**config.mk**
```make
export PLATFORM = sky130hd
export DESIGN_NAME = debounce_autorepeat_volume
export DESIGN_NICKNAME = d
export VERILOG_FILES = /design/src/rtl/core/dav_pkg.sv /design/src/rtl/core/debounce_autorepeat_volume.sv /design/src/rtl/core/dav_button.sv
export SDC_FILE = /design/constraint.sdc
export NUM_CORES = 1
export LEC_CHECK = 0
export BUFFER_PORTS_ARGS = -buffer_cell sky130_fd_sc_hd__buf_2
export CAP_MARGIN = 20
export CORE_MARGIN = 2
export CORE_UTILIZATION = 40
export CTS_BUF_LIST = sky130_fd_sc_hd__clkbuf_16
export DETAILED_ROUTE_END_ITERATION = 10
export PLACE_DENSITY = 0.54
export SLEW_MARGIN = 25
export SYNTH_ARGS = -nofsm -noshare
export SYNTH_HDL_FRONTEND = slang
export SYNTH_SLANG_ARGS = --single-unit
```
**constraint.sdc**
```tcl
create_clock -name clk -period 10.75 [get_ports clk]
set_clock_uncertainty 0.15 [all_clocks]
set_input_delay 0.5375 -clock clk [delete_from_list [all_inputs] [get_ports clk]]
set_output_delay 0.5375 -clock clk [all_outputs]
set_load 0.05 [all_outputs]
```
**src/rtl/core/dav_pkg.sv**
```systemverilog
// ---------------------------------------------------------------------------
// dav_pkg: shared types and constants for the volume button controller
// Transaction payloads, register indexes and reset values of the settings.
// ---------------------------------------------------------------------------
package dav_pkg;

  localparam int unsigned VOL_W     = 7;
  localparam int unsigned SETTLE_W  = 4;
  localparam int unsigned TICK_W    = 8;
  localparam int unsigned CFG_IDX_W = 3;
  localparam int unsigned CFG_DAT_W = 8;

  // register indexes on the configuration port
  localparam logic [CFG_IDX_W-1:0] REG_VOLUME_STEP         = 3'd0;
  localparam logic [CFG_IDX_W-1:0] REG_VOLUME_FLOOR        = 3'd1;
  localparam logic [CFG_IDX_W-1:0] REG_VOLUME_CEILING      = 3'd2;
  localparam logic [CFG_IDX_W-1:0] REG_SETTLE_SAMPLES      = 3'd3;
  localparam logic [CFG_IDX_W-1:0] REG_LONG_PRESS_TICKS    = 3'd4;
  localparam logic [CFG_IDX_W-1:0] REG_REPEAT_PERIOD_TICKS = 3'd5;

  localparam logic [VOL_W-1:0]    RST_VOLUME_STEP         = 7'd5;
  localparam logic [VOL_W-1:0]    RST_VOLUME_FLOOR        = 7'd0;
  localparam logic [VOL_W-1:0]    RST_VOLUME_CEILING      = 7'd100;
  localparam logic [SETTLE_W-1:0] RST_SETTLE_SAMPLES      = 4'd3;
  localparam logic [TICK_W-1:0]   RST_LONG_PRESS_TICKS    = 8'd30;
  localparam logic [TICK_W-1:0]   RST_REPEAT_PERIOD_TICKS = 8'd10;

  localparam logic [TICK_W-1:0]   TICK_MAX = 8'd255;

  typedef struct packed {
    logic             up_level;
    logic             down_level;
    logic [VOL_W-1:0] current_volume;
  } item_t;

  typedef struct packed {
    logic [VOL_W-1:0] new_volume;
    logic             volume_write;
    logic             up_fired;
    logic             down_fired;
  } result_t;

  // timing settings shared by both button scanners
  typedef struct packed {
    logic [SETTLE_W-1:0] settle_samples;
    logic [TICK_W-1:0]   long_press_ticks;
    logic [TICK_W-1:0]   repeat_period_ticks;
  } scan_cfg_t;

endpackage

```
**src/rtl/core/debounce_autorepeat_volume.sv**
```systemverilog
// ---------------------------------------------------------------------------
// debounce_autorepeat_volume: two-button volume control
// Debounces up and down buttons per scan tick, steps and clamps the volume.
// ---------------------------------------------------------------------------
//  channel | signals                         | direction | payload
//  item    | item_valid, item_stall, item    | in        | item_t, one scan tick
//  result  | result_valid, result_stall, result | out    | result_t, one per tick
//  cfg     | cfg_valid, cfg_ready, cfg_index, cfg_data | in | register write
//
//  One tick per clock unless stalled; the result is registered and appears in the cycle after its transaction.
//  The button state and step logic sit between the item port and the result
//  register, so a full result register that is stalled holds off new items.
//  Synchronous reset restores the register defaults and released buttons.
//  cfg_ready is always high.
module debounce_autorepeat_volume (
  input  logic                                clk,
  input  logic                                rst,
  input  logic                                item_valid,
  output logic                                item_stall,
  input  dav_pkg::item_t                      item,
  output logic                                result_valid,
  input  logic                                result_stall,
  output dav_pkg::result_t                    result,
  input  logic                                cfg_valid,
  output logic                                cfg_ready,
  input  logic [dav_pkg::CFG_IDX_W-1:0]       cfg_index,
  input  logic [dav_pkg::CFG_DAT_W-1:0]       cfg_data
);
  import dav_pkg::*;

  logic [VOL_W-1:0] volume_step;
  logic [VOL_W-1:0] volume_floor;
  logic [VOL_W-1:0] volume_ceiling;
  scan_cfg_t        scan_cfg;

  logic             accept;
  logic             up_fire;
  logic             down_fire;
  logic [VOL_W-1:0] after_up;
  logic [VOL_W-1:0] after_down;
  result_t          result_next;

  assign cfg_ready  = 1'b1;
  assign item_stall = result_valid && result_stall;
  assign accept     = item_valid && !item_stall;

  always_ff @(posedge clk) begin
    if (rst) begin
      volume_step                  <= RST_VOLUME_STEP;
      volume_floor                 <= RST_VOLUME_FLOOR;
      volume_ceiling               <= RST_VOLUME_CEILING;
      scan_cfg.settle_samples      <= RST_SETTLE_SAMPLES;
      scan_cfg.long_press_ticks    <= RST_LONG_PRESS_TICKS;
      scan_cfg.repeat_period_ticks <= RST_REPEAT_PERIOD_TICKS;
    end else if (cfg_valid && cfg_ready) begin
      case (cfg_index)
        REG_VOLUME_STEP:         volume_step <= cfg_data[VOL_W-1:0];
        REG_VOLUME_FLOOR:        volume_floor <= cfg_data[VOL_W-1:0];
        REG_VOLUME_CEILING:      volume_ceiling <= cfg_data[VOL_W-1:0];
        REG_SETTLE_SAMPLES:      scan_cfg.settle_samples <= cfg_data[SETTLE_W-1:0];
        REG_LONG_PRESS_TICKS:    scan_cfg.long_press_ticks <= cfg_data[TICK_W-1:0];
        REG_REPEAT_PERIOD_TICKS: scan_cfg.repeat_period_ticks <= cfg_data[TICK_W-1:0];
        default: ;
      endcase
    end
  end

  dav_button u_up (
    .clk     (clk),
    .rst     (rst),
    .advance (accept),
    .level   (item.up_level),
    .cfg     (scan_cfg),
    .fire    (up_fire)
  );

  dav_button u_down (
    .clk     (clk),
    .rst     (rst),
    .advance (accept),
    .level   (item.down_level),
    .cfg     (scan_cfg),
    .fire    (down_fire)
  );

  // ceiling first, then floor, so the floor wins when they cross
  function automatic logic [VOL_W-1:0] step_volume(
    input logic [VOL_W-1:0] vol,
    input logic             up,
    input logic [VOL_W-1:0] step,
    input logic [VOL_W-1:0] lo,
    input logic [VOL_W-1:0] hi
  );
    logic signed [VOL_W+1:0] v;
    v = up ? $signed({2'b00, vol}) + $signed({2'b00, step})
           : $signed({2'b00, vol}) - $signed({2'b00, step});
    if (v > $signed({2'b00, hi})) v = $signed({2'b00, hi});
    if (v < $signed({2'b00, lo})) v = $signed({2'b00, lo});
    return v[VOL_W-1:0];
  endfunction

  always_comb begin
    after_up   = up_fire ? step_volume(item.current_volume, 1'b1, volume_step,
                                       volume_floor, volume_ceiling)
                         : item.current_volume;
    after_down = down_fire ? step_volume(after_up, 1'b0, volume_step,
                                         volume_floor, volume_ceiling)
                           : after_up;
    result_next.new_volume   = after_down;
    result_next.volume_write = up_fire || down_fire;
    result_next.up_fired     = up_fire;
    result_next.down_fired   = down_fire;
  end

  always_ff @(posedge clk) begin
    if (rst) begin
      result_valid <= 1'b0;
    end else if (accept) begin
      result_valid <= 1'b1;
    end else if (!result_stall) begin
      result_valid <= 1'b0;
    end
  end

  always_ff @(posedge clk) begin
    if (accept) begin
      result <= result_next;
    end
  end

endmodule

```
**src/rtl/core/dav_button.sv**
```systemverilog
// ---------------------------------------------------------------------------
// dav_button: debounce and auto-repeat for one active-low button
// Holds the per-button sample, confirmed level and counters; flags a step.
// ---------------------------------------------------------------------------
module dav_button (
  input  logic              clk,
  input  logic              rst,
  input  logic              advance,
  input  logic              level,
  input  dav_pkg::scan_cfg_t cfg,
  output logic              fire
);
  import dav_pkg::*;

  logic                previous_sample, previous_sample_next;
  logic                confirmed_level, confirmed_level_next;
  logic [SETTLE_W-1:0] settle_count, settle_count_next;
  logic [TICK_W-1:0]   hold_count, hold_count_next;
  logic [TICK_W-1:0]   repeat_count, repeat_count_next;

  logic [SETTLE_W-1:0] settle_inc;
  logic [TICK_W-1:0]   hold_inc;
  logic [TICK_W-1:0]   repeat_inc;

  always_comb begin
    previous_sample_next = previous_sample;
    confirmed_level_next = confirmed_level;
    settle_count_next    = settle_count;
    hold_count_next      = hold_count;
    repeat_count_next    = repeat_count;
    fire                 = 1'b0;
    settle_inc = settle_count + SETTLE_W'(1);
    hold_inc   = (hold_count < cfg.long_press_ticks) ? hold_count + TICK_W'(1) : hold_count;
    repeat_inc = (repeat_count < TICK_MAX) ? repeat_count + TICK_W'(1) : repeat_count;
    if (level != previous_sample) begin
      previous_sample_next = level;
      settle_count_next    = '0;
    end else if (settle_count < cfg.settle_samples) begin
      settle_count_next = settle_inc;
      if (settle_inc == cfg.settle_samples) begin
        // confirmed press edge steps once and restarts the hold logic
        if (confirmed_level && !level) begin
          fire              = 1'b1;
          hold_count_next   = '0;
          repeat_count_next = '0;
        end
        confirmed_level_next = level;
      end
    end else if (!confirmed_level) begin
      hold_count_next = hold_inc;
      if (hold_inc >= cfg.long_press_ticks) begin
        repeat_count_next = repeat_inc;
        if (repeat_inc >= cfg.repeat_period_ticks) begin
          repeat_count_next = '0;
          fire              = 1'b1;
        end
      end
    end
  end

  always_ff @(posedge clk) begin
    if (rst) begin
      previous_sample <= 1'b1;
      confirmed_level <= 1'b1;
      settle_count    <= '0;
      hold_count      <= '0;
      repeat_count    <= '0;
    end else if (advance) begin
      previous_sample <= previous_sample_next;
      confirmed_level <= confirmed_level_next;
      settle_count    <= settle_count_next;
      hold_count      <= hold_count_next;
      repeat_count    <= repeat_count_next;
    end
  end

endmodule

```
==> out/results.tsv, run 1 <==
stage	metric	value	unit
layout	synthToLayoutAreaGrowth	9.37	%
worst_setup_path	cp_num_buf_inv	1	
timing	finalHoldViolCount	0	
power	p_sw	281	uW
power	power.density	112	nW/um^2
synth	synth_xor_area_frac	0.0496	
worst_setup_path	crit_family	compound AO/OA/AOI/OAI gates	
synth	synth-compound-area-share	0.173	
floorplanning	dieWidth	141	microns
synth	seq_area_frac_synth	0.268	
synth	synth_edf_count	10	
grt	grt_pass1_vias	6128	
synth	synth.distinct_cells	75	
grt	grt_pass1_wl	32.1	mm
drt	first_pass_iters	5	
clocking	cts_buffer_depth	2	
power	p_clk_frac	0.358	
synth	synth_simple_gate_area_frac	0.213	
clocking	tritoncts	built	
layout	nets	1058	
floorplanning	initial_utilization	0.406	
timing	period_minus_slack	9.89	ns
timing	worst_slew_pin_slew	0.960	ns
worst_setup_path	crit_top_cell	ha_1	
worst_setup_path	path_max_fanout	9	
timing	finalMaxSlewViolations	0	
clocking	cts_made_buffers	9	
synth	synthMuxAreaShare	0.0786	
synth	synth_top_family_by_area	simple AND/OR/NAND/NOR gates	
drt	drtAntennaViolNets	0	
clocking	h-tree-depth	3	
worst_hold_path	holdPathStages	3	
synth	yosys_warnings	0	
layout	final_util	0.444	
clocking	clk_latency	0.36	ns
layout	final_cell_mix	103 x nand2_1, 100 x ha_1, 86 x dfxtp_1	
timing	rsz0062_at_grt	false	
grt	grt_max_degree	93	
timing	tns	0	ns
synth	syn-num-nets	1027	
worst_setup_path	startpoint_type	flop	
worst_setup_path	ff2ff_path_depth	39	
worst_hold_path	worstHoldStart	item_valid	
place	io_buffers	36	
floorplanning	die_area	20000	sq um
synth	netlist_instances	900	
drt	drc	0	
drt	wirelength	19.3	mm
grt	grt_overflow	0	
worst_setup_path	reg2reg_to	result[7]$_DFFE_PP_	
synth	synthAdderAreaFrac	0.171	
worst_hold_path	min_path_type	in -> reg	
synth	syn_area_per_cell	8.38	sq um
drt	vias_per_cell	5.46	
power	power_frac_comb	0.232	
floorplanning	row_count	50	
layout	mostFrequentLayoutCell	nand2_1	
timing	whs	0.267	ns
floorplanning	dieHeight	141	microns
worst_setup_path	r2r_setup_slack	0.86	ns
power	p_leak	0.00349	uW
worst_setup_path	crit_required	10.70	ns
worst_setup_path	arrival	9.84	ns
flow_run	cap_viol_max_count	0	
synth	yosys_most_used_dff	dfxtp_1	
worst_setup_path	path_depth	39	
floorplanning	fp.coreArea	18600	sq um
power	p_int	640	uW
timing	fin_crit_sh	0.920	
place	gp_congestion	0.885	
drt	drt_iter0_markers	383	
timing	setup-violations-final	0	
grt	track_usage	0.202	
layout	drive_gt1_frac	0.112	
synth	async_reset_ff_frac	0	
clocking	root_buffer	clkbuf_16	
clocking	clk_pin_slew	0.07	ns
worst_setup_path	cp_slowest_cell	a31oi_2	
synth	synth-seq-cells	96	
drt	vias	6404	
floorplanning	io-pin-count	38	
place	hpwlAfterDp	14.9	mm
power	seqPwrFrac	0.410	
power	p_sw_frac	0.305	
timing	max_freq	101	MHz
worst_setup_path	endpoint_kind	flop	
worst_setup_path	critical_path_class	reg -> reg	
worst_setup_path	max_stage_delay	0.49	ns
run_status	outcome	finished clean	
synth	syn_area	7540	sq um
worst_setup_path	r2r_start	volume_step[0]$_SDFFE_PP1P_	
timing	max_slew_margin	0.360	
clocking	postCtsHoldBufs	0	
clocking	cts_resized	0	
worst_hold_path	hold_end	result_valid$_SDFFE_PP0P_	
grt	antenna_found_initial	2	
drt	wire_per_inst	16.5	microns
power	irDropWorstVdd	0.0995	mV
clocking	cts_num_sinks	96	
clocking	cts_setup_buffers	0	
==> cell usage after synthesis, types with 7 or more instances <==
| master | n | area [sq um] |
|---|---|---|
| a311oi_1 | 8 | 70.1 |
| nor2b_1 | 16 | 100 |
| nor3_1 | 9 | 45.0 |
| xor2_1 | 10 | 87.6 |
| nand4_1 | 11 | 68.8 |
| nand3b_1 | 18 | 135 |
| nand2b_1 | 11 | 68.8 |
| o21ai_0 | 30 | 150 |
| and3_1 | 9 | 56.3 |
| inv_1 | 62 | 233 |
| ha_1 | 100 | 1250 |
| edfxtp_1 | 10 | 300 |
| xnor2_1 | 30 | 263 |
| a21o_1 | 12 | 90.1 |
| nand3_1 | 26 | 130 |
| nor2_1 | 78 | 293 |
| mux2_2 | 26 | 293 |
| nand2_1 | 103 | 387 |
| clkbuf_1 | 14 | 52.6 |
| mux2i_1 | 30 | 300 |
| a21oi_1 | 71 | 355 |
| dfxtp_1 | 86 | 1720 |
| a211o_1 | 9 | 78.8 |
| a31oi_1 | 8 | 50.1 |
| a211oi_1 | 7 | 52.6 |
==> worst max-delay path by stage <==
stage	slack, ns	endpoint	start
floorplan	1.62	result[5]$_DFFE_PP_	item[0]
global placement	0.80	result[5]$_DFFE_PP_	item[0]
detailed placement	0.69	result[9]$_DFFE_PP_	item[0]
CTS	0.94	result[7]$_DFFE_PP_	volume_step[0]$_SDFFE_PP1P_
global route	0.19	result[8]$_DFFE_PP_	volume_step[0]$_SDFFE_PP1P_
finish	0.86	result[7]$_DFFE_PP_	volume_step[0]$_SDFFE_PP1P_
==> power by group through the flow <==
stage                     Sequential [uW]  Combinational [uW]  Clock (uW)
after floorplan                       393                 153           0
after global placement                386                 212           0
after detailed placement              386                 212           0
after CTS                             377                 213         339
after global routing                  379                 239         354
final                                 377                 214         330
==> worst reg2reg max path, delay by kind of cell (launching register included) <==
| family | cells | cell delay [ns] |
|---|---|---|
| AO/OA/AOI/OAI | 15 | 3.17 |
| multiplexers | 6 | 2.17 |
| adder cells (fa/ha/maj) | 7 | 2.09 |
| AND/OR/NAND/NOR | 8 | 1.33 |
| flip-flops | 1 | 0.36 |
| XOR/XNOR | 2 | 0.28 |
| buffers and inverters | 1 | 0.08 |
==> routing by layer <==
metal | wire length [microns] | GRT usage | vias to the layer above | share of wire
li1 | - | - | 3313 | -
met1 | 9550 | 0.275 | 2936 | 0.49
met2 | 8590 | 0.325 | 126 | 0.45
met3 | 847 | 0.0422 | 27 | 0.044
met4 | 299 | 0.0584 | 2 | 0.015
met5 | 13 | 0 | - | 0.00067
==> flip-flops by register name (all words and copies together) (netlist names) <==
register,flops
scan_cfg,20
result,10
u_down.hold_count,8
u_down.repeat_count,8
u_up.hold_count,8
u_up.repeat_count,8
volume_ceiling,7
volume_floor,7
volume_step,7
u_down.settle_count,4
u_up.settle_count,4
result_valid,1
u_down.confirmed_level,1
u_down.previous_sample,1
u_up.confirmed_level,1
u_up.previous_sample,1
==> logic make-up (layout without fill, tap and decap cells) <==
| group | after synthesis | after routing |
|---|---|---|
| flops | 96 | 96 |
| xor+xnor | 41 | 41 |
| compound gates | 197 | 197 |
| fa+ha+maj | 102 | 102 |
| buf+inv | 84 | 120 |
| simple gates | 323 | 323 |
| other cells | 1 | 3 |
| mux | 56 | 56 |
==> final cells by class <==
class,instances,area [sq um]
tap,234,293
sequential,96,2020
timing repair buffer,41,218
antenna,2,5.00
fill,1895,10300
clock buffer,9,225
inverter,63,236
clock inverter,7,71.3
multi-input combinational,720,5180
==> metrics by stage <==
stage / instances / total power (uW) / cell area [sq um] / worst slack (ns)
after floorplan: 900 / 546 / 7540 / 1.62
after global placement: 1154 / 598 / 7950 / 0.799
after detailed placement: 1154 / 598 / 7950 / 0.687
after CTS: 1170 / 930 / 8250 / 0.940
after global routing: 1170 / 972 / 8250 / 0.185
final: 1172 / 922 / 8250 / 0.863
Power figures use the tool's default switching activity.
==> run 2, diff against run 1 <==
--- a/config.mk
+++ b/config.mk
@@ -5,6 +5,7 @@
 export SDC_FILE = /design/constraint.sdc
 export NUM_CORES = 1
 export LEC_CHECK = 0
+export ABC_AREA = 1
 export BUFFER_PORTS_ARGS = -buffer_cell sky130_fd_sc_hd__buf_2
 export CAP_MARGIN = 20
 export CORE_MARGIN = 2
@@ -15,4 +16,5 @@
 export SLEW_MARGIN = 25
 export SYNTH_ARGS = -nofsm -noshare
 export SYNTH_HDL_FRONTEND = slang
+export SYNTH_HIERARCHICAL = 1
 export SYNTH_SLANG_ARGS = --single-unit
==> run 2 against run 1 <==
Net effect:
- sequential cell count unchanged
- first-iteration DRC count increased by 46%
- setup slack gained 1.1 ns
- critical path depth grew 8
- synthesized cell count is 35% higher
- final area grew 6.5%
- maximum frequency up 12%
- sequential power increased by 3%
- power up 22%
- register-to-register slack gained 1.1 ns
- sequential share of layout area shrank 1.5 points
- largest power group unchanged
==> out/results.tsv, run 2 <==
stage	metric	value	unit
run_status	outcome	finished clean	
power	p_leak	0.00457	uW
synth	yosys_most_used_dff	dfxtp_1	
floorplanning	dieWidth	146	microns
worst_hold_path	min_path_type	in -> reg	
layout	final_cell_mix	301 x nand2_1, 193 x inv_1, 120 x nor2_1	
worst_setup_path	arrival	8.77	ns
synth	seq_area_frac_synth	0.252	
place	gp_congestion	0.901	
clocking	clk_pin_slew	0.08	ns
layout	stdcell_area	8790	sq um
layout	mostFrequentLayoutCell	nand2_1	
clocking	cts_made_buffers	9	
synth	syn-num-nets	1343	
synth	synthMostInstantiatedCell	nand2_1	
drt	first_pass_iters	5	
place	io_buffers	36	
timing	setup-violations-final	0	
layout	diodes	0	
timing	max_freq	113	MHz
clocking	h-tree-depth	3	
grt	grt_pass1_vias	6816	
synth	yosys.area.top_type_share	0.215	
synth	synth.distinct_cells	43	
synth	yosys_warnings	6	
synth	syn_area	8020	sq um
clocking	cts_buffer_depth	2	
grt	grt_overflow	0	
worst_setup_path	cp_num_buf_inv	6	
timing	finalMaxSlewViolations	0	
synth	synth_edf_count	10	
synth	syn_area_per_cell	6.60	sq um
worst_setup_path	r2r_setup_slack	1.94	ns
drt	wire_per_inst	13.8	microns
worst_setup_path	max_stage_delay	0.63	ns
worst_setup_path	path_max_fanout	14	
clocking	cts_num_sinks	96	
layout	largest_reg_flops	20	
drt	drtAntennaViolNets	0	
floorplanning	dieHeight	146	microns
worst_setup_path	crit_required	10.71	ns
drt	drt_iter0_markers	560	
layout	top_register	scan_cfg	
flow_run	cap_viol_max_count	0	
timing	finalHoldViolCount	0	
worst_setup_path	startpoint_type	flop	
clocking	tritoncts	built	
drt	drc	0	
floorplanning	fp.coreArea	19600	sq um
power	power.density	128	nW/um^2
worst_setup_path	crit_family	compound AO/OA/AOI/OAI gates	
timing	period_minus_slack	8.81	ns
layout	n_fill_cell	2081	
floorplanning	initial_utilization	0.409	
timing	max_slew_margin	0.357	
synth	async_reset_ff_frac	0	
clocking	cts_setup_buffers	0	
worst_setup_path	critical_path_class	reg -> reg	
floorplanning	die_area	21200	sq um
clocking	root_buffer	clkbuf_16	
grt	grt_max_degree	42	
worst_setup_path	endpoint_kind	flop	
place	placed_area	8440	sq um
layout	drive_gt1_frac	0.0782	
synth	synth-seq-cells	96	
timing	tns	0	ns
grt	grt_pass1_wl	34.6	mm
place	hpwlAfterDp	16.6	mm
clocking	cts_resized	0	
synth	ys_top_cells_by_count	301 x nand2_1, 194 x inv_1, 120 x nor2_1	
drt	vias_per_cell	4.90	
synth	yosys.area.top_type	dfxtp_1	
power	irDropWorstVdd	0.0693	mV
clocking	postCtsHoldBufs	0	
grt	antenna_found_initial	0	
drt	vias	7445	
layout	nets	1375	
timing	worst_slew_pin_slew	0.962	ns
timing	fin_crit_sh	0.820	
grt	track_usage	0.201	
synth	netlist_instances	1216	
worst_setup_path	crit_top_cell	nand2_1	
drt	wirelength	21.0	mm
layout	synthToLayoutAreaGrowth	9.55	%
floorplanning	io-pin-count	38	
layout	top_regs	scan_cfg x20, result x10	
timing	rsz0062_at_grt	false	
worst_setup_path	cp_slowest_cell	a221oi_1	
clocking	clk_latency	0.36	ns
synth	synth_area_leaders	dfxtp_1 21%, ha_1 16%, nand2_1 14%	
floorplanning	row_count	51	
## run 2: cell types whose count changed in the layout (fill, tap and decap cells not counted), moves of 16 or more
| cell | previous run | this run |
|---|---|---|
| mux2i_1 | 30 | 0 |
| inv_1 | 63 | 193 |
| xnor2_1 | 30 | 4 |
| xor2_1 | 10 | 26 |
| o21ai_0 | 30 | 51 |
| nand2_1 | 103 | 301 |
| nor2b_1 | 16 | 0 |
| nand3_1 | 26 | 107 |
| mux2_2 | 26 | 0 |
| nor2_1 | 78 | 120 |
## run 2: kinds of logic (layout without fill, tap and decap cells)
group                    Yosys count  count (layout)  synth area share
adder cells (fa/ha/maj)          102             102             0.161
buffers and inverters            221             258             0.110
AO/OA/AOI/OAI                    169             169             0.119
other                              1               1          0.000467
XOR/XNOR                          30              30            0.0328
AND/OR/NAND/NOR                  597             597             0.325
flip-flops                        96              96             0.252
## run 2: layout make-up
cell class / instances / area (sq um) / share of cell area
timing repair buffer: 41 / 215 / 0.0245
clock buffer: 10 / 250 / 0.0285
tap: 265 / 332 / 0.0377
clock inverter: 6 / 95.1 / 0.0108
multi-input combinational: 899 / 5120 / 0.583
inverter: 201 / 754 / 0.0859
sequential: 96 / 2020 / 0.230
## run 2: per-layer routing
metal  routed length (microns)  up-vias  global-route usage
met2                      9490      127               0.329
met5                         0        -                   0
li1                          -     3994                   -
met3                       888       20              0.0335
met1                     10400     3304               0.279
met4                       257        0              0.0422
## run 2: path summary, 6_finish.rpt
kind	start	endpoint	depth (start not counted)
min	item_valid	result_valid$_SDFFE_PP0P_	3
max	volume_step[0]$_SDFFE_PP1P_	result[6]$_DFFE_PP_	47
max reg2reg	volume_step[0]$_SDFFE_PP1P_	result[6]$_DFFE_PP_	47
min reg2reg	result_valid$_SDFFE_PP0P_	result_valid$_SDFFE_PP0P_	2
## run 2: worst register-to-register path, delay by kind of cell, from the launching register on
kind / cells / cell delay [ns]
AOI/OAI and AO/OA: 12 / 2.68
and+or+nand+nor: 19 / 1.72
xor gates and xnor gates: 2 / 0.41
DFF: 1 / 0.38
buffers and inverters: 6 / 0.71
adders and majority gates: 8 / 2.49
## run 2: stage by stage
stage	util	power [uW]	instances	setup WS, ns	hold slack (ns)
finish	0.449	1130	1518	1.94	0.282
global route	0.449	1210	1518	1.03	0.306
CTS	0.448	1130	1517	1.96	0.264
detailed placement	0.431	749	1501	1.69	0.323
global placement	0.431	748	1501	1.94	0.322
floorplan	-	672	1216	2.75	0.298
## run 2: where the power goes
part	leakage (uW)	internal (uW)	switching (uW)
logic	0.00360	124	238
clock network	0.000169	221	156
registers	0.000796	377	10.1
==> run 3, diff against run 2 <==
--- a/config.mk
+++ b/config.mk
@@ -5,14 +5,14 @@
 export SDC_FILE = /design/constraint.sdc
 export NUM_CORES = 1
 export LEC_CHECK = 0
-export ABC_AREA = 1
+export ABC_AREA = 0
 export BUFFER_PORTS_ARGS = -buffer_cell sky130_fd_sc_hd__buf_2
 export CAP_MARGIN = 20
 export CORE_MARGIN = 2
 export CORE_UTILIZATION = 40
 export CTS_BUF_LIST = sky130_fd_sc_hd__clkbuf_16
 export DETAILED_ROUTE_END_ITERATION = 10
-export PLACE_DENSITY = 0.54
+export PLACE_DENSITY = 0.56
 export SLEW_MARGIN = 25
 export SYNTH_ARGS = -nofsm -noshare
 export SYNTH_HDL_FRONTEND = slang
==> constraint.sdc (replaced) <==
create_clock -name clk -period 7.8 [get_ports clk]
set_clock_uncertainty 0.15 [all_clocks]
set_input_delay 0.39 -clock clk [delete_from_list [all_inputs] [get_ports clk]]
set_output_delay 0.39 -clock clk [all_outputs]
set_load 0.05 [all_outputs]
==> run 3 against run 2 <==
Net effect:
- the flow now finishes with violations (setup timing)
- synthesized cell count decreased by 24%
- core utilization increased by 7.1 points
- wire length increased by 5.7%
- sequential power increased by 35%
- count of clock-buffer cells in the layout decreased by 1
- synthesized area decreased by 3.6%
- power increased by 33%
- via count decreased by 1.8%
- critical path type unchanged
==> out/results.tsv, run 3 <==
stage	metric	value	unit
floorplanning	row_count	50	
clocking	cts_made_buffers	9	
grt	track_usage	0.222	
run_status	outcome	finished, violations left	
clocking	root_buffer	clkbuf_16	
drt	vias_per_cell	5.39	
clocking	postCtsHoldBufs	0	
synth	synthMostInstantiatedCell	ha_1	
layout	drive_gt1_frac	0.244	
synth	syn_area	7730	sq um
place	gp_congestion	0.922	
layout	top_regs	scan_cfg x20, result x10	
timing	finalMaxSlewViolations	0	
grt	grt_pass1_wl	35.6	mm
timing	setup-violations-final	7	
floorplanning	die_area	20500	sq um
timing	rsz0062_at_grt	true	
drt	first_pass_iters	6	
worst_setup_path	cp_slowest_cell	fa_2	
floorplanning	dieHeight	143	microns
timing	tns	-6.71	ns
worst_setup_path	path_max_fanout	5	
synth	ys_top_cells_by_count	100 x ha_1, 92 x nand2_1, 86 x dfxtp_1	
power	p_leak	0.00444	uW
synth	yosys_warnings	6	
floorplanning	dieWidth	143	microns
synth	yosys.area.top_type_share	0.223	
synth	async_reset_ff_frac	0	
run_status	violations	setup timing	
synth	syn_area_per_cell	8.32	sq um
grt	grt_max_degree	42	
synth	synth_area_leaders	dfxtp_1 22%, ha_1 16%, nand2_1 4.5%	
layout	diodes	0	
floorplanning	initial_utilization	0.411	
synth	netlist_instances	929	
synth	yosys_most_used_dff	dfxtp_1	
drt	wire_per_inst	16.3	microns
worst_setup_path	endpoint_kind	flop	
timing	finalHoldViolCount	0	
synth	synth.distinct_cells	81	
grt	grt_overflow	0	
worst_hold_path	min_path_type	in -> reg	
drt	drt_iter0_markers	429	
place	io_buffers	36	
worst_setup_path	crit_top_cell	ha_4	
synth	synth-seq-cells	96	
layout	mostFrequentLayoutCell	buf_4	
timing	max_freq	113	MHz
power	power.density	153	nW/um^2
timing	max_slew_margin	0.326	
layout	synthToLayoutAreaGrowth	26.6	%
worst_setup_path	arrival	8.80	ns
clocking	clk_pin_slew	0.07	ns
place	hpwlAfterDp	17.4	mm
grt	grt_pass1_vias	6750	
drt	vias	7313	
flow_run	cap_viol_max_count	0	
floorplanning	fp.coreArea	18800	sq um
drt	drtAntennaViolNets	0	
timing	worst_slew_pin_slew	1.01	ns
floorplanning	io-pin-count	38	
drt	drc	0	
timing	fin_crit_sh	1.13	
clocking	cts_buffer_depth	2	
power	irDropWorstVdd	0.108	mV
timing	whs	0.106	ns
clocking	h-tree-depth	3	
synth	yosys.area.top_type	dfxtp_1	
clocking	clk_latency	0.36	ns
worst_setup_path	startpoint_type	flop	
worst_setup_path	r2r_setup_slack	-1.04	ns
layout	top_register	scan_cfg	
power	finalPower	1500	uW
worst_setup_path	critical_path_class	reg -> reg	
grt	antenna_found_initial	0	
synth	seq_area_frac_synth	0.262	
clocking	tritoncts	built	
synth	syn-num-nets	1056	
synth	synth_edf_count	10	
drt	wirelength	22.2	mm
clocking	cts_num_sinks	96	
worst_setup_path	crit_required	7.76	ns
layout	largest_reg_flops	20	
worst_setup_path	crit_family	compound AO/OA/AOI/OAI gates	
worst_setup_path	cp_num_buf_inv	1	
layout	nets	1220	
worst_setup_path	max_stage_delay	0.36	ns
layout	final_cell_mix	137 x buf_4, 93 x ha_1, 91 x nand2_1	
timing	layout_setup_ws	-1.04	ns
timing	period_minus_slack	8.84	ns
run 3: changes by cell type after synthesis, moves of 10 or more:
| cell | delta |
|---|---|
| nand2_1 | -209 |
| a211o_1 | +16 |
| clkbuf_1 | +10 |
| o21ai_0 | -13 |
| a21o_1 | +19 |
| mux2i_1 | +27 |
| nand2b_1 | +15 |
| a21oi_1 | -20 |
| nor4_1 | +10 |
| nor2_1 | -44 |
| nand3_1 | -83 |
| mux2_2 | +10 |
| xnor2_1 | +21 |
| inv_1 | -116 |
run 3: cell families (layout without fill, tap and decap cells):
group                      Yosys count  after routing  synth area share
AOI/OAI and AO/OA                  231            231             0.211
xor gates and xnor gates            43             43            0.0487
adders and majority gates          102            102             0.167
buffers and inverters              105            274            0.0531
DFF                                 96             96             0.262
muxes                               40             40            0.0549
other                                1              1          0.000485
and+or+nand+nor                    311            311             0.203
run 3: through the flow:
stage	instances	instance area, sq um	setup slack (ns)	util
floorplan	929	7850	-0.746	-
finish	1358	9780	-1.04	0.520
CTS	1353	9630	-0.846	0.512
global placement	1320	9160	-1.03	0.487
global route	1358	9780	-1.53	0.520
detailed placement	1320	9170	-1.16	0.487
run 3: tightest hold or removal path, delay by kind of cell:
family,cells,cell delay (ns)
simple gates,2,0.11
buf+inv,1,0.08
run 3: final timing paths:
| path | start | endpoint | depth (start not counted) |
|---|---|---|---|
| worst max register to register | volume_step[0]$_SDFFE_PP1P_ | result[5]$_DFFE_PP_ | 44 |
| worst min register to register | scan_cfg[2]$_SDFFE_PP0P_ | scan_cfg[2]$_SDFFE_PP0P_ | 2 |
| worst max-delay path | volume_step[0]$_SDFFE_PP1P_ | result[5]$_DFFE_PP_ | 44 |
| worst min-delay path | item_valid | result_valid$_SDFFE_PP0P_ | 3 |
run 3: routing by layer:
layer	part of all wire	track usage	wire [microns]
met5	0	0	0
met4	0.014	0.0631	306
met3	0.045	0.0332	991
met2	0.44	0.342	9820
met1	0.50	0.322	11100
run 3: power by group:
group,switching [uW],internal [uW]
Sequential,9.20,513
Combinational,272,264
Clock,215,222
run 3: timing repair:
action,in CTS,in global routing
gates resized for setup,16,23
setup endpoints to repair,7,7
pin swaps,16,26
cloned,1,0
setup buffers,16,5
run 3: final cells by class:
cell class | instances | area, sq um
tap | 260 | 325
clock inverter | 7 | 60.1
multi-input combinational | 728 | 5580
fill | 1832 | 9050
inverter | 79 | 297
clock buffer | 9 | 225
sequential | 96 | 2020
timing repair buffer | 179 | 1280
